File: config.mk
export PLATFORM = sky130hd
export DESIGN_NAME = dda_line_rasterizer_core_flat
export DESIGN_NICKNAME = d
export VERILOG_FILES = /design/src/rtl/core/dlr_pkg.sv /design/src/rtl/core/dlr_cmd_if.sv /design/src/rtl/core/dlr_pix_if.sv /design/src/rtl/core/dlr_front.sv /design/src/rtl/core/dlr_engine.sv /design/src/rtl/core/dlr_emit.sv /design/src/rtl/core/dda_line_rasterizer_core.sv /design/src/flat_wrapper.sv
export SDC_FILE = /design/constraint.sdc
export NUM_CORES = 1
export LEC_CHECK = 0
export BUFFER_PORTS_ARGS = -buffer_cell sky130_fd_sc_hd__buf_2
export CAP_MARGIN = 20
export CORE_ASPECT_RATIO = 0.6
export CORE_MARGIN = 2
export CORE_UTILIZATION = 50
export CTS_CLUSTER_DIAMETER = 60
export DETAILED_ROUTE_END_ITERATION = 7
export GPL_TIMING_DRIVEN = 1
export MAX_ROUTING_LAYER = met4
export PLACE_DENSITY = 0.67
export SLEW_MARGIN = 20
export SYNTH_ARGS = -nofsm -noshare
export SYNTH_HDL_FRONTEND = slang
export SYNTH_SLANG_ARGS = --single-unit
File: constraint.sdc
create_clock -name i_clk -period 6.4 [get_ports i_clk]
set_input_delay 0.64 -clock i_clk [delete_from_list [all_inputs] [get_ports i_clk]]
set_output_delay 0.64 -clock i_clk [all_outputs]
set_load 0.03 [all_outputs]
File: src/rtl/core/dlr_pkg.sv
// ----------------------------------------------------------------------------
// dlr_pkg
// Shared constants, codes and types of the DDA line rasterizer.
// ----------------------------------------------------------------------------
package dlr_pkg;

    localparam int SCREEN_W   = 10;
    localparam int QUAD_W     = 3;
    localparam int CFG_IDX_W  = 2;
    localparam int CFG_DATA_W = 10;

    localparam logic [CFG_IDX_W-1:0] CFG_SCREEN_MAX_X = 2'd0;
    localparam logic [CFG_IDX_W-1:0] CFG_SCREEN_MAX_Y = 2'd1;
    localparam logic [CFG_IDX_W-1:0] CFG_QUADRANT     = 2'd2;

    localparam logic [SCREEN_W-1:0] SCREEN_MAX_RST = 10'd599;

    localparam logic [QUAD_W-1:0] QUAD_1 = 3'd1;
    localparam logic [QUAD_W-1:0] QUAD_2 = 3'd2;
    localparam logic [QUAD_W-1:0] QUAD_3 = 3'd3;
    localparam logic [QUAD_W-1:0] QUAD_4 = 3'd4;

    localparam logic OP_START = 1'b0;
    localparam logic OP_STEP  = 1'b1;

    // Pixel handed from the engine to the output stage
    typedef struct packed {
        logic pend;
        logic valid_res;
        logic last;
    } t_emit_req;

    typedef struct packed {
        logic neg_x;
        logic neg_y;
    } t_axis_sign;

    // Unknown quadrant codes fall back to quadrant 1
    function automatic t_axis_sign quad_sign(input logic [QUAD_W-1:0] quad);
        t_axis_sign s;
        unique case (quad)
            QUAD_2: begin
                s.neg_x = 1'b1;
                s.neg_y = 1'b1;
            end
            QUAD_3: begin
                s.neg_x = 1'b1;
                s.neg_y = 1'b0;
            end
            QUAD_4: begin
                s.neg_x = 1'b0;
                s.neg_y = 1'b0;
            end
            default: begin
                s.neg_x = 1'b0;
                s.neg_y = 1'b1;
            end
        endcase
        return s;
    endfunction

endpackage

File: src/rtl/core/dlr_cmd_if.sv
// ----------------------------------------------------------------------------
// dlr_cmd_if
// Command channel: start a line or advance one pixel.
// ----------------------------------------------------------------------------
interface dlr_cmd_if #(
    parameter int COORD_BITS = 10
);
    logic                         valid;
    logic                         ready;
    logic                         op;
    logic signed [COORD_BITS-1:0] x_start;
    logic signed [COORD_BITS-1:0] y_start;
    logic signed [COORD_BITS-1:0] x_end;
    logic signed [COORD_BITS-1:0] y_end;

    modport source (output valid, op, x_start, y_start, x_end, y_end, input ready);
    modport sink   (input valid, op, x_start, y_start, x_end, y_end, output ready);
endinterface

File: src/rtl/core/dlr_pix_if.sv
// ----------------------------------------------------------------------------
// dlr_pix_if
// Pixel channel: one screen pixel per transaction.
// ----------------------------------------------------------------------------
interface dlr_pix_if #(
    parameter int COORD_BITS = 10
);
    logic                           valid;
    logic                           ready;
    logic signed [COORD_BITS+1:0]   pixel_x;
    logic signed [COORD_BITS+1:0]   pixel_y;
    logic                           valid_res;
    logic                           last;

    modport source (output valid, pixel_x, pixel_y, valid_res, last, input ready);
    modport sink   (input valid, pixel_x, pixel_y, valid_res, last, output ready);
endinterface

File: src/rtl/core/dlr_front.sv
// ----------------------------------------------------------------------------
// dlr_front
// Accepts commands, works out deltas and step count, and queues them.
// ----------------------------------------------------------------------------
module dlr_front
    import dlr_pkg::*;
#(
    parameter int COORD_BITS = 10
) (
    input  logic                         i_clk,
    input  logic                         i_rst_n,
    dlr_cmd_if.sink                      i_cmd,
    output logic                         o_q_valid,
    input  logic                         i_q_pop,
    output logic [5*COORD_BITS+2:0]      o_q_data
);
    localparam int C   = COORD_BITS;
    localparam int E_W = 5 * COORD_BITS + 3;

    logic signed [C:0]   dx;
    logic signed [C:0]   dy;
    logic [C:0]          ndx;
    logic [C:0]          ndy;
    logic [C-1:0]        adx;
    logic [C-1:0]        ady;
    logic [C-1:0]        steps;
    logic [E_W-1:0]      entry;
    logic                push;

    logic [E_W-1:0]      r_mem [2];
    logic                r_wp;
    logic                r_rp;
    logic [1:0]          r_cnt;
    logic                n_wp;
    logic                n_rp;
    logic [1:0]          n_cnt;

    assign dx  = {i_cmd.x_end[C-1], i_cmd.x_end} - {i_cmd.x_start[C-1], i_cmd.x_start};
    assign dy  = {i_cmd.y_end[C-1], i_cmd.y_end} - {i_cmd.y_start[C-1], i_cmd.y_start};
    assign ndx = -dx;
    assign ndy = -dy;
    assign adx = dx[C] ? ndx[C-1:0] : dx[C-1:0];
    assign ady = dy[C] ? ndy[C-1:0] : dy[C-1:0];
    assign steps = (adx > ady) ? adx : ady;

    assign entry = {i_cmd.op, i_cmd.x_start, i_cmd.y_start, adx, ady, dx[C], dy[C], steps};

    assign i_cmd.ready = (r_cnt != 2'd2);
    assign push        = i_cmd.valid && i_cmd.ready;
    assign o_q_valid   = (r_cnt != 2'd0);
    assign o_q_data    = r_mem[r_rp];

    always_comb begin
        n_wp  = r_wp;
        n_rp  = r_rp;
        n_cnt = r_cnt;
        if (push) begin
            n_wp = ~r_wp;
        end
        if (i_q_pop) begin
            n_rp = ~r_rp;
        end
        case ({push, i_q_pop})
            2'b10:   n_cnt = r_cnt + 2'd1;
            2'b01:   n_cnt = r_cnt - 2'd1;
            default: n_cnt = r_cnt;
        endcase
    end

    always_ff @(posedge i_clk) begin
        if (!i_rst_n) begin
            r_wp  <= 1'b0;
            r_rp  <= 1'b0;
            r_cnt <= 2'd0;
        end else begin
            r_wp  <= n_wp;
            r_rp  <= n_rp;
            r_cnt <= n_cnt;
        end
    end

    always_ff @(posedge i_clk) begin
        if (push) begin
            r_mem[r_wp] <= entry;
        end
    end

endmodule

File: src/rtl/core/dlr_engine.sv
// ----------------------------------------------------------------------------
// dlr_engine
// Line state: restoring divider for the increments, position stepping.
// ----------------------------------------------------------------------------
module dlr_engine
    import dlr_pkg::*;
#(
    parameter int COORD_BITS = 10,
    parameter int FRAC_BITS  = 16
) (
    input  logic                                        i_clk,
    input  logic                                        i_rst_n,
    input  logic                                        i_q_valid,
    output logic                                        o_q_pop,
    input  logic [5*COORD_BITS+2:0]                     i_q_data,
    output t_emit_req                                   o_emit,
    input  logic                                        i_emit_take,
    output logic signed [COORD_BITS+FRAC_BITS+1:0]      o_pos_x,
    output logic signed [COORD_BITS+FRAC_BITS+1:0]      o_pos_y
);
    localparam int C     = COORD_BITS;
    localparam int F     = FRAC_BITS;
    localparam int PW    = COORD_BITS + FRAC_BITS + 2;
    localparam int IW    = FRAC_BITS + 2;
    localparam int QW    = FRAC_BITS + 1;
    localparam int CNT_W = $clog2(FRAC_BITS + 1);

    typedef enum logic [1:0] {
        ST_IDLE = 2'b01,
        ST_DIV  = 2'b10
    } t_eng_state;

    logic                e_op;
    logic signed [C-1:0] e_x1;
    logic signed [C-1:0] e_y1;
    logic [C-1:0]        e_adx;
    logic [C-1:0]        e_ady;
    logic                e_neg_x;
    logic                e_neg_y;
    logic [C-1:0]        e_steps;
    logic                slot_free;

    t_eng_state           r_state,   n_state;
    logic signed [PW-1:0] r_pos_x,   n_pos_x;
    logic signed [PW-1:0] r_pos_y,   n_pos_y;
    logic signed [IW-1:0] r_inc_x,   n_inc_x;
    logic signed [IW-1:0] r_inc_y,   n_inc_y;
    logic [C-1:0]         r_steps,   n_steps;
    logic                 r_active,  n_active;
    t_emit_req            r_emit,    n_emit;
    logic [CNT_W-1:0]     r_div_cnt, n_div_cnt;
    logic [C:0]           r_rem_x,   n_rem_x;
    logic [C:0]           r_rem_y,   n_rem_y;
    logic [QW-1:0]        r_q_x,     n_q_x;
    logic [QW-1:0]        r_q_y,     n_q_y;
    logic [C-1:0]         r_div_s,   n_div_s;
    logic                 r_neg_x,   n_neg_x;
    logic                 r_neg_y,   n_neg_y;

    assign {e_op, e_x1, e_y1, e_adx, e_ady, e_neg_x, e_neg_y, e_steps} = i_q_data;

    assign slot_free = !r_emit.pend || i_emit_take;
    assign o_q_pop   = (r_state == ST_IDLE) && i_q_valid && slot_free;
    assign o_emit    = r_emit;
    assign o_pos_x   = r_pos_x;
    assign o_pos_y   = r_pos_y;

    always_comb begin
        logic          ge_x;
        logic          ge_y;
        logic [C:0]    sub_x;
        logic [C:0]    sub_y;
        logic [QW-1:0] qf_x;
        logic [QW-1:0] qf_y;
        logic [IW-1:0] qe_x;
        logic [IW-1:0] qe_y;
        logic          is_last;

        n_state   = r_state;
        n_pos_x   = r_pos_x;
        n_pos_y   = r_pos_y;
        n_inc_x   = r_inc_x;
        n_inc_y   = r_inc_y;
        n_steps   = r_steps;
        n_active  = r_active;
        n_emit    = r_emit;
        n_div_cnt = r_div_cnt;
        n_rem_x   = r_rem_x;
        n_rem_y   = r_rem_y;
        n_q_x     = r_q_x;
        n_q_y     = r_q_y;
        n_div_s   = r_div_s;
        n_neg_x   = r_neg_x;
        n_neg_y   = r_neg_y;

        ge_x    = r_rem_x >= {1'b0, r_div_s};
        ge_y    = r_rem_y >= {1'b0, r_div_s};
        sub_x   = ge_x ? (r_rem_x - {1'b0, r_div_s}) : r_rem_x;
        sub_y   = ge_y ? (r_rem_y - {1'b0, r_div_s}) : r_rem_y;
        qf_x    = {r_q_x[QW-2:0], ge_x};
        qf_y    = {r_q_y[QW-2:0], ge_y};
        qe_x    = {1'b0, qf_x};
        qe_y    = {1'b0, qf_y};
        is_last = (r_steps == C'(1));

        if (i_emit_take) begin
            n_emit.pend = 1'b0;
        end

        unique case (r_state)
            ST_IDLE: begin
                if (o_q_pop) begin
                    if (e_op == OP_START) begin
                        n_pos_x = PW'(e_x1) <<< F;
                        n_pos_y = PW'(e_y1) <<< F;
                        n_steps = e_steps;
                        if (e_steps == '0) begin
                            // zero-length line: one pixel, no division
                            n_inc_x  = '0;
                            n_inc_y  = '0;
                            n_active = 1'b0;
                            n_emit   = '{pend: 1'b1, valid_res: 1'b1, last: 1'b1};
                        end else begin
                            n_active  = 1'b0;
                            n_rem_x   = {1'b0, e_adx};
                            n_rem_y   = {1'b0, e_ady};
                            n_div_s   = e_steps;
                            n_neg_x   = e_neg_x;
                            n_neg_y   = e_neg_y;
                            n_q_x     = '0;
                            n_q_y     = '0;
                            n_div_cnt = '0;
                            n_state   = ST_DIV;
                        end
                    end else if (r_active) begin
                        n_pos_x  = r_pos_x + PW'(r_inc_x);
                        n_pos_y  = r_pos_y + PW'(r_inc_y);
                        n_steps  = r_steps - C'(1);
                        n_active = !is_last;
                        n_emit   = '{pend: 1'b1, valid_res: 1'b1, last: is_last};
                    end else begin
                        n_emit = '{pend: 1'b1, valid_res: 1'b0, last: 1'b0};
                    end
                end
            end
            ST_DIV: begin
                // one quotient bit per axis each cycle, integer bit first
                n_rem_x   = {sub_x[C-1:0], 1'b0};
                n_rem_y   = {sub_y[C-1:0], 1'b0};
                n_q_x     = qf_x;
                n_q_y     = qf_y;
                n_div_cnt = r_div_cnt + CNT_W'(1);
                if (r_div_cnt == CNT_W'(F)) begin
                    n_inc_x  = r_neg_x ? -qe_x : qe_x;
                    n_inc_y  = r_neg_y ? -qe_y : qe_y;
                    n_active = 1'b1;
                    n_emit   = '{pend: 1'b1, valid_res: 1'b1, last: 1'b0};
                    n_state  = ST_IDLE;
                end
            end
            default: begin
                n_state = ST_IDLE;
            end
        endcase
    end

    always_ff @(posedge i_clk) begin
        if (!i_rst_n) begin
            r_state  <= ST_IDLE;
            r_pos_x  <= '0;
            r_pos_y  <= '0;
            r_inc_x  <= '0;
            r_inc_y  <= '0;
            r_steps  <= '0;
            r_active <= 1'b0;
            r_emit   <= '0;
        end else begin
            r_state  <= n_state;
            r_pos_x  <= n_pos_x;
            r_pos_y  <= n_pos_y;
            r_inc_x  <= n_inc_x;
            r_inc_y  <= n_inc_y;
            r_steps  <= n_steps;
            r_active <= n_active;
            r_emit   <= n_emit;
        end
    end

    always_ff @(posedge i_clk) begin
        r_div_cnt <= n_div_cnt;
        r_rem_x   <= n_rem_x;
        r_rem_y   <= n_rem_y;
        r_q_x     <= n_q_x;
        r_q_y     <= n_q_y;
        r_div_s   <= n_div_s;
        r_neg_x   <= n_neg_x;
        r_neg_y   <= n_neg_y;
    end

endmodule

File: src/rtl/core/dlr_emit.sv
// ----------------------------------------------------------------------------
// dlr_emit
// Rounds the position, mirrors and centers it, and holds the output pixel.
// ----------------------------------------------------------------------------
module dlr_emit
    import dlr_pkg::*;
#(
    parameter int COORD_BITS = 10,
    parameter int FRAC_BITS  = 16
) (
    input  logic                                        i_clk,
    input  logic                                        i_rst_n,
    input  t_emit_req                                   i_emit,
    output logic                                        o_emit_take,
    input  logic signed [COORD_BITS+FRAC_BITS+1:0]      i_pos_x,
    input  logic signed [COORD_BITS+FRAC_BITS+1:0]      i_pos_y,
    input  logic [SCREEN_W-1:0]                         i_screen_max_x,
    input  logic [SCREEN_W-1:0]                         i_screen_max_y,
    input  logic [QUAD_W-1:0]                           i_quad,
    dlr_pix_if.source                                   o_pix
);
    localparam int F     = FRAC_BITS;
    localparam int PW    = COORD_BITS + FRAC_BITS + 2;
    localparam int PIX_W = COORD_BITS + 2;
    localparam int CW    = PIX_W + SCREEN_W;
    localparam logic [PW-1:0] HALF = PW'(1) << (F - 1);

    logic [PW-1:0]    sum_x;
    logic [PW-1:0]    sum_y;
    logic [PIX_W-1:0] rnd_x;
    logic [PIX_W-1:0] rnd_y;
    logic [CW-1:0]    cxw;
    logic [CW-1:0]    cyw;
    logic [PIX_W-1:0] cx;
    logic [PIX_W-1:0] cy;
    logic [PIX_W-1:0] px;
    logic [PIX_W-1:0] py;
    t_axis_sign       sgn;

    logic             r_out_valid;
    logic [PIX_W-1:0] r_px;
    logic [PIX_W-1:0] r_py;
    logic             r_vres;
    logic             r_last;

    // half away from zero: negative values add one less before the floor shift
    assign sum_x = i_pos_x + HALF - PW'(i_pos_x[PW-1]);
    assign sum_y = i_pos_y + HALF - PW'(i_pos_y[PW-1]);
    assign rnd_x = sum_x[PW-1:F];
    assign rnd_y = sum_y[PW-1:F];

    assign cxw = CW'(i_screen_max_x >> 1);
    assign cyw = CW'(i_screen_max_y >> 1);
    assign cx  = cxw[PIX_W-1:0];
    assign cy  = cyw[PIX_W-1:0];
    assign sgn = quad_sign(i_quad);
    assign px  = sgn.neg_x ? (cx - rnd_x) : (cx + rnd_x);
    assign py  = sgn.neg_y ? (cy - rnd_y) : (cy + rnd_y);

    assign o_emit_take = i_emit.pend && (!r_out_valid || o_pix.ready);

    assign o_pix.valid     = r_out_valid;
    assign o_pix.pixel_x   = r_px;
    assign o_pix.pixel_y   = r_py;
    assign o_pix.valid_res = r_vres;
    assign o_pix.last      = r_last;

    always_ff @(posedge i_clk) begin
        if (!i_rst_n) begin
            r_out_valid <= 1'b0;
        end else if (o_emit_take) begin
            r_out_valid <= 1'b1;
        end else if (o_pix.ready) begin
            r_out_valid <= 1'b0;
        end
    end

    always_ff @(posedge i_clk) begin
        if (o_emit_take) begin
            r_px   <= i_emit.valid_res ? px : '0;
            r_py   <= i_emit.valid_res ? py : '0;
            r_vres <= i_emit.valid_res;
            r_last <= i_emit.last;
        end
    end

endmodule

File: src/rtl/core/dda_line_rasterizer_core.sv
// DDA line rasterizer. A start command (op 0) takes two endpoints, finds the
// step count as the larger absolute delta and divides each delta by it into a
// signed increment with FRAC_BITS fraction bits; it then emits the first pixel.
// Each advance command (op 1) adds the increments and emits the next pixel,
// with last set on the endpoint; an advance with no line active returns a
// transaction with valid_res low and zero fields. Pixels are rounded half away
// from zero, mirrored per quadrant_select and offset by half the screen size,
// using the register values current when the pixel leaves the engine.
// Advance commands and zero-length starts run one per clock while the pixel
// output accepts, set by the single-add position update in the engine. A start
// with nonzero length holds the engine in the restoring divider (both axes in
// parallel, one quotient bit per cycle), then emits. A two-entry command
// queue and a registered output stage let either side stall independently.
// A command passes from its queue entry through the engine's emit request,
// after any division, into the registered output.
// Configuration: index 0 screen_max_x, 1 screen_max_y, 2 quadrant_select; a
// write beyond these is ignored.
// ----------------------------------------------------------------------------
// dda_line_rasterizer_core
// Top level: configuration registers, command front end, engine, output stage.
// ----------------------------------------------------------------------------
module dda_line_rasterizer_core
    import dlr_pkg::*;
#(
    parameter int COORD_BITS = 10,
    parameter int FRAC_BITS  = 16
) (
    input  logic                  i_clk,
    input  logic                  i_rst_n,
    input  logic                  i_cfg_we,
    input  logic [CFG_IDX_W-1:0]  i_cfg_idx,
    input  logic [CFG_DATA_W-1:0] i_cfg_data,
    dlr_cmd_if.sink               i_cmd,
    dlr_pix_if.source             o_pix
);
    localparam int E_W = 5 * COORD_BITS + 3;
    localparam int PW  = COORD_BITS + FRAC_BITS + 2;

    logic [SCREEN_W-1:0] r_screen_max_x;
    logic [SCREEN_W-1:0] r_screen_max_y;
    logic [QUAD_W-1:0]   r_quad;

    logic                q_valid;
    logic                q_pop;
    logic [E_W-1:0]      q_data;
    t_emit_req           emit_req;
    logic                emit_take;
    logic signed [PW-1:0] pos_x;
    logic signed [PW-1:0] pos_y;

    always_ff @(posedge i_clk) begin
        if (!i_rst_n) begin
            r_screen_max_x <= SCREEN_MAX_RST;
            r_screen_max_y <= SCREEN_MAX_RST;
            r_quad         <= QUAD_1;
        end else if (i_cfg_we) begin
            unique case (i_cfg_idx)
                CFG_SCREEN_MAX_X: r_screen_max_x <= i_cfg_data[SCREEN_W-1:0];
                CFG_SCREEN_MAX_Y: r_screen_max_y <= i_cfg_data[SCREEN_W-1:0];
                CFG_QUADRANT:     r_quad         <= i_cfg_data[QUAD_W-1:0];
                default: begin
                end
            endcase
        end
    end

    dlr_front #(
        .COORD_BITS (COORD_BITS)
    ) u_front (
        .i_clk     (i_clk),
        .i_rst_n   (i_rst_n),
        .i_cmd     (i_cmd),
        .o_q_valid (q_valid),
        .i_q_pop   (q_pop),
        .o_q_data  (q_data)
    );

    dlr_engine #(
        .COORD_BITS (COORD_BITS),
        .FRAC_BITS  (FRAC_BITS)
    ) u_engine (
        .i_clk       (i_clk),
        .i_rst_n     (i_rst_n),
        .i_q_valid   (q_valid),
        .o_q_pop     (q_pop),
        .i_q_data    (q_data),
        .o_emit      (emit_req),
        .i_emit_take (emit_take),
        .o_pos_x     (pos_x),
        .o_pos_y     (pos_y)
    );

    dlr_emit #(
        .COORD_BITS (COORD_BITS),
        .FRAC_BITS  (FRAC_BITS)
    ) u_emit (
        .i_clk          (i_clk),
        .i_rst_n        (i_rst_n),
        .i_emit         (emit_req),
        .o_emit_take    (emit_take),
        .i_pos_x        (pos_x),
        .i_pos_y        (pos_y),
        .i_screen_max_x (r_screen_max_x),
        .i_screen_max_y (r_screen_max_y),
        .i_quad         (r_quad),
        .o_pix          (o_pix)
    );

endmodule

File: src/flat_wrapper.sv
// flat-port wrapper written by rule: the top's interface ports become plain ports
module dda_line_rasterizer_core_flat import dlr_pkg::*;
#(
    parameter int COORD_BITS = 10,
    parameter int FRAC_BITS  = 16
)
  (i_clk, i_rst_n, i_cfg_we, i_cfg_idx, i_cfg_data, i_cmd_valid, i_cmd_op, i_cmd_x_start, i_cmd_y_start, i_cmd_x_end, i_cmd_y_end, i_cmd_ready, o_pix_valid, o_pix_pixel_x, o_pix_pixel_y, o_pix_valid_res, o_pix_last, o_pix_ready);
  dlr_cmd_if #(.COORD_BITS(COORD_BITS)) i_cmd_i ();
  dlr_pix_if #(.COORD_BITS(COORD_BITS)) o_pix_i ();
  input  logic i_clk;
  input  logic i_rst_n;
  input  logic i_cfg_we;
  input  logic [CFG_IDX_W-1:0] i_cfg_idx;
  input  logic [CFG_DATA_W-1:0] i_cfg_data;
  input wire logic [$bits(i_cmd_i.valid)-1:0] i_cmd_valid;
  input wire logic [$bits(i_cmd_i.op)-1:0] i_cmd_op;
  input wire logic [$bits(i_cmd_i.x_start)-1:0] i_cmd_x_start;
  input wire logic [$bits(i_cmd_i.y_start)-1:0] i_cmd_y_start;
  input wire logic [$bits(i_cmd_i.x_end)-1:0] i_cmd_x_end;
  input wire logic [$bits(i_cmd_i.y_end)-1:0] i_cmd_y_end;
  output wire logic [$bits(i_cmd_i.ready)-1:0] i_cmd_ready;
  output wire logic [$bits(o_pix_i.valid)-1:0] o_pix_valid;
  output wire logic [$bits(o_pix_i.pixel_x)-1:0] o_pix_pixel_x;
  output wire logic [$bits(o_pix_i.pixel_y)-1:0] o_pix_pixel_y;
  output wire logic [$bits(o_pix_i.valid_res)-1:0] o_pix_valid_res;
  output wire logic [$bits(o_pix_i.last)-1:0] o_pix_last;
  input wire logic [$bits(o_pix_i.ready)-1:0] o_pix_ready;
  assign i_cmd_i.valid = i_cmd_valid;
  assign i_cmd_i.op = i_cmd_op;
  assign i_cmd_i.x_start = i_cmd_x_start;
  assign i_cmd_i.y_start = i_cmd_y_start;
  assign i_cmd_i.x_end = i_cmd_x_end;
  assign i_cmd_i.y_end = i_cmd_y_end;
  assign i_cmd_ready = i_cmd_i.ready;
  assign o_pix_valid = o_pix_i.valid;
  assign o_pix_pixel_x = o_pix_i.pixel_x;
  assign o_pix_pixel_y = o_pix_i.pixel_y;
  assign o_pix_valid_res = o_pix_i.valid_res;
  assign o_pix_last = o_pix_i.last;
  assign o_pix_i.ready = o_pix_ready;
  dda_line_rasterizer_core #(.COORD_BITS(COORD_BITS), .FRAC_BITS(FRAC_BITS)) u_core (.i_clk(i_clk), .i_rst_n(i_rst_n), .i_cfg_we(i_cfg_we), .i_cfg_idx(i_cfg_idx), .i_cfg_data(i_cfg_data), .i_cmd(i_cmd_i), .o_pix(o_pix_i));
endmodule
# After elaboration in Yosys (flattened, before gate mapping)
# Memories as Yosys holds them, arrays and structs flattened. A register that Yosys moved wholly into a read port is not among the register bits.
# Index checks and enable logic that the tools add are counted.
# classes
add_sub_neg	22
order_cmp	3
n_eq_ne	19
mux	64
n_bitwise	4
n_reduce_logical	25
# ops
operator	n
$mux W18	7
$mux W28	4
$pmux W18 S2	2
$mux W10	7
$mux W11	6
$pmux W16 S2	2
$add A28 B16 Y28 const B	2
$add A28 B18 Y28	2
$sub A28 B1 Y28	2
$mux W16	3
$pmux W11 S2	2
$neg A17 Y18	2
$add A9 B12 Y12	2
$mux W12	2
$sub A9 B12 Y12	2
$ge A11 B10 Y1	2
$sub A10 B10 Y11	2
$neg A10 Y10	2
$sub A10 B10 Y10	2
$reduce_and A4 Y1	4
$mux W5	3
$mux W3	4
$mux W1	11
$eq A10 B1 Y1 const B	1
29 further kinds	59
# word_totals
reg_bits	233
mem_bits_rw	106
out_inout_bits	28
wordCells	167
mem_count	1
# mem_list
name	depth	width	read_ports	rd_ports_with_merged_regs	write_ports	line	source
u_core.u_front.r_mem	2	53	1	1	1	dlr_front.sv:30	logic [E_W-1:0] r_mem [2];

# Logic depth before layout (Yosys ltp)
# logic_depth
word_depth	8
ltp_mapped	28

# Hierarchy
# A second synthesis with hierarchy kept.
# unflattened
hier_cells	2430
hier_area_um2	22791.9
# modules_own_cells
mod	instances	cells_per_inst	area_each_um2	seq_area_each_um2
dlr_engine	1	1285	11287.1	4294.1
dlr_front	1	448	5876.9	3283.1
dlr_emit	1	605	4687.0	800.8
dda_line_rasterizer_core	1	92	940.9	460.4

# Worst setup path after synthesis
# Ideal clock, no wire load.
# synth_timing
path_kind	flip-flop to flip-flop
from	reg with a tool-made name
to	reg u_core.u_engine.r_div_cnt[0], enable pin
setup_time_ns	0.495
arrival_ns	5.107
required_time_ns	5.905
setup_slack_ns	0.798
path_stages_with_launch	8
cell_sequence	dfxtp_1 clkbuf_1 buf_1 mux2i_1 nand2b_1 nor2_1 inv_1 a21oi_1
# synth_lines
item	line	source
end signal, assigned	dlr_engine.sv:190	r_div_cnt <= n_div_cnt;
end, declared	dlr_engine.sv:51	logic [CNT_W-1:0] r_div_cnt, n_div_cnt;

# Worst setup path in the final report
# layout_timing
from	reg u_core.u_engine.r_pos_y[4], in the netlist u_core.u_engine.o_pos_y[4]
to	reg u_core.u_emit.r_py[11], in the netlist u_core.u_emit.o_pix.pixel_y[11] (data pin)
# layout_between
elab_chain_len	4
# layout_lines
item	line	source
start, declared	dlr_engine.sv:45	logic signed [PW-1:0] r_pos_y, n_pos_y;
start signal, assigned	dlr_engine.sv:180	r_pos_y <= n_pos_y;
$add A28 B16 Y28 (*)	dlr_emit.sv:48	assign sum_y = i_pos_y + HALF - PW'(i_pos_y[PW-1]);
$sub A28 B1 Y28 (*)	dlr_emit.sv:48	
$add A9 B12 Y12 or $sub A9 B12 Y12 (tied branches)	dlr_emit.sv:58	assign py = sgn.neg_y ? (cy - rnd_y) : (cy + rnd_y);
$mux W12 (*)	dlr_emit.sv:58	
end signal, assigned	dlr_emit.sv:81	r_py <= i_emit.valid_res ? py : '0;
end, declared	dlr_emit.sv:42	logic [PIX_W-1:0] r_py;
# Mark *: on every way between the ends. The rest lies on a longest branch, timed or not.
# A chain may end at the register's enable or synchronous reset.

==> flow_metrics.env <==
export IMPL_ctsResizeCount=0
export IMPL_ios=86
export IMPL_cts_buffer_depth=3
export IMPL_status="complete, no violations"
export IMPL_cts_hold_buf=0
export IMPL_h_tree_depth=2
export IMPL_yosys_area_top_type="edfxtp_1"
export IMPL_fin_hold_ws_ps=298
export IMPL_ys_warn_count=0
export IMPL_rsz0062_at_grt="no"
export IMPL_synth_edf_count=203
export IMPL_cts_tree="built"
export IMPL_cts_buffers=36
export IMPL_syn2layout_area_growth_pct=10.1
export IMPL_syn_nets=2559
export IMPL_slew_headroom_pct=24.5
export IMPL_finalSetupViolCount=0
export IMPL_port_buffers=85
export IMPL_p_leak_nw=9.72
export IMPL_setup_ws_ps=1100
export IMPL_nets=2626
export IMPL_dieWidth_um=273
export IMPL_fin_cells=2980
export IMPL_cp_max_fo=4
export IMPL_hpwl_um=41500
export IMPL_synthFlopType="edfxtp_1"
export IMPL_met1_usage_pct=39.0
export IMPL_grt_busiest_layer="met1"
export IMPL_powerDensity_mw_per_mm2=544
export IMPL_path_clk_slew_ps=60
export IMPL_tightest_slew_ps=1120
export IMPL_synthDistinctLibCells=88
export IMPL_diodes=0
export IMPL_grt_pass1_vias=16600
export IMPL_cts_root_buf="clkbuf_16"
export IMPL_gr_total_overflow=0
export IMPL_worstHoldPathType="input port to register"
export IMPL_track_usage_pct=25.2
export IMPL_die_area_mm2=0.0453
export IMPL_pre_cts_slack_ps=463
export IMPL_grt_first_pass_wirelength_um=89300
export IMPL_final_core_util_pct=55.6
export IMPL_syn_instance_count=2306
export IMPL_postCtsSetupBuffers=0
export IMPL_critPathLaunchType="register"
export IMPL_synth_top_area_share_pct=28.0
export IMPL_vias=17300
export IMPL_rows=59
export IMPL_drtIter0Drc=1553
export IMPL_synth_area_per_cell_um2=9.45
export IMPL_routed_via_density=5.81
export IMPL_ys_ff_latch=338
export IMPL_power_total_mw=13.0
export IMPL_fp_coreArea_mm2=0.0432
export IMPL_tns_ps=0
export IMPL_fmaxAchievable_mhz=189
export IMPL_hold_viol_final=0
export IMPL_wire_per_inst_um=18.6
export IMPL_ant_nets=0
export IMPL_clock_sinks=338
export IMPL_setup_worst_path_class="register to register"
export IMPL_drive_gt1_share_pct=9.16
export IMPL_drc=0
export IMPL_die_h_um=166
export IMPL_final_cell_area_mm2=0.0240
export IMPL_grt_use_met3_pct=4.55
export IMPL_grt_use_met2_pct=34.3
export IMPL_dpl_instance_area_mm2=0.0228
export IMPL_antenna_found_initial=0
export IMPL_end_kind="register"
export IMPL_dr_pass1_iters=5
export IMPL_finalCritPeriodShare_pct=82.8
export IMPL_clk_latency_ps=550
export IMPL_gp_congestion=0.931
export IMPL_grt_max_degree=81
export IMPL_synth_area_top_cells="edfxtp_1 (28%), dfxtp_1 (12%), ha_1 (11%), xnor2_1 (4.1%), a21oi_1 (3.4%)"
export IMPL_max_vdd_ir_drop_mv=0.494
export IMPL_dp_cells=2914
export IMPL_critical_path_required_ps=6790
export IMPL_drv_slew=0
export IMPL_ys_seq_area_share_pct=40.4
export IMPL_fin_worst_skew_ps=23.8
export IMPL_arrival_ps=5690
export IMPL_maxCapViolCount=0
export IMPL_netlist_area_mm2=0.0218
export IMPL_fin_crit_ps=5300
export IMPL_drt_total_wl_um=55400
export IMPL_initial_core_util_pct=50.4
export IMPL_synth_async_reset_ratio_pct=0
[logic make-up after synthesis]
group	after synthesis	share of synthesized area, %
multiplexers	70	3.30
flip-flops	338	40.4
AO/OA/AOI/OAI	593	18.1
buffers and inverters	260	4.51
XOR/XNOR	155	6.29
adder cells (fa/ha/maj)	195	11.5
AND/OR/NAND/NOR	695	15.9
[cells in the mapped netlist (39+ instances only)]
cell type and instances:
nor2_1 160, mux2i_1 55, nor2b_1 68, xnor2_1 101, a21oi_1 146, inv_1 182
xor2_1 53, nand2_1 183, clkbuf_1 65, ha_1 187, nor3_1 39, dfxtp_1 135
and2_1 45, a21o_1 41, nand3_1 54, o21ai_0 133, edfxtp_1 203
[cell usage in the layout, fill, tap and decap left out, types with 23 or more instances in the layout]
master | synthesis | layout
a211oi_1 | 33 | 33
a21boi_0 | 35 | 35
a21o_1 | 41 | 41
a21oi_1 | 146 | 144
a22oi_1 | 26 | 26
and2_1 | 45 | 45
buf_2 | 0 | 85
clkbuf_16 | 0 | 36
dfxtp_1 | 135 | 134
edfxtp_1 | 203 | 203
ha_1 | 187 | 186
inv_1 | 182 | 182
mux2i_1 | 55 | 54
nand2_1 | 183 | 183
nand2b_1 | 31 | 31
nand3_1 | 54 | 54
nor2_1 | 160 | 157
nor2b_1 | 68 | 67
nor3_1 | 39 | 39
o21ai_0 | 133 | 132
or3_1 | 23 | 23
xnor2_1 | 101 | 101
xor2_1 | 53 | 53
[final cells by class]
type / instances / area [um^2]
tap: 579 / 724
multi-input combinational: 1708 / 12100
timing repair buffer: 105 / 576
inverter: 184 / 691
sequential: 338 / 8800
clock buffer: 48 / 976
clock inverter: 18 / 164
fill: 3817 / 19200
[flip-flops by register name (all words and copies together) (netlist names), 11 cells and up, named ones only]
signal                       flops
u_core.u_emit.o_pix.pixel_x     12
u_core.u_emit.o_pix.pixel_y     12
u_core.u_engine.o_pos_x         28
u_core.u_engine.o_pos_y         28
u_core.u_engine.r_inc_x         18
u_core.u_engine.r_inc_y         18
u_core.u_engine.r_q_x           16
u_core.u_engine.r_q_y           16
u_core.u_engine.r_rem_x         11
u_core.u_engine.r_rem_y         11
u_core.u_front.r_mem           106
[worst paths after layout]
path	start	to	slack (ps)	cells past startpoint
setup / recovery	u_core.u_engine.o_pos_y[4]	u_core.u_emit.o_pix.pixel_y[11]	1100	24
hold / removal	i_cmd_y_start[1]	u_core.u_front.r_mem[1][33]	300	1
setup reg to reg	u_core.u_engine.o_pos_y[4]	u_core.u_emit.o_pix.pixel_y[11]	1100	24
hold reg to reg	u_core.u_engine.o_emit[0]	u_core.u_emit.o_pix.last	460	0
[power breakdown]
group | internal, mW | switching (mW) | total [mW]
logic | 3.04 | 4.43 | 7.47
registers | 3.07 | 0.448 | 3.52
clock network | 1.13 | 0.916 | 2.05
[per-layer routing]
layer	share of wire (%)	vias up
met5	0	-
met4	1.5	0
met3	6.7	62
met2	40	462
met1	52	8311
li1	-	8472
[worst max-delay path, stage by stage, from the launching register on]
cell and delay (ps):
dfxtp_1 410, inv_1 70, ha_1 300, a21o_1 190
a21oi_1 130, o21ai_1 140, o211a_1 260, or2_2 350
xnor2_1 370, inv_1 80, ha_1 280, a21oi_1 240
ha_1 270, nor2b_1 120, o21ai_0 210, a21oi_1 130
o21ai_0 250, a21boi_0 160, o21ai_0 190, nand2b_1 110
a21o_1 190, a21o_1 180, and2_1 160, a211o_1 300
nand2_1 70
No activity file was read; power rests on OpenSTA's default activity.
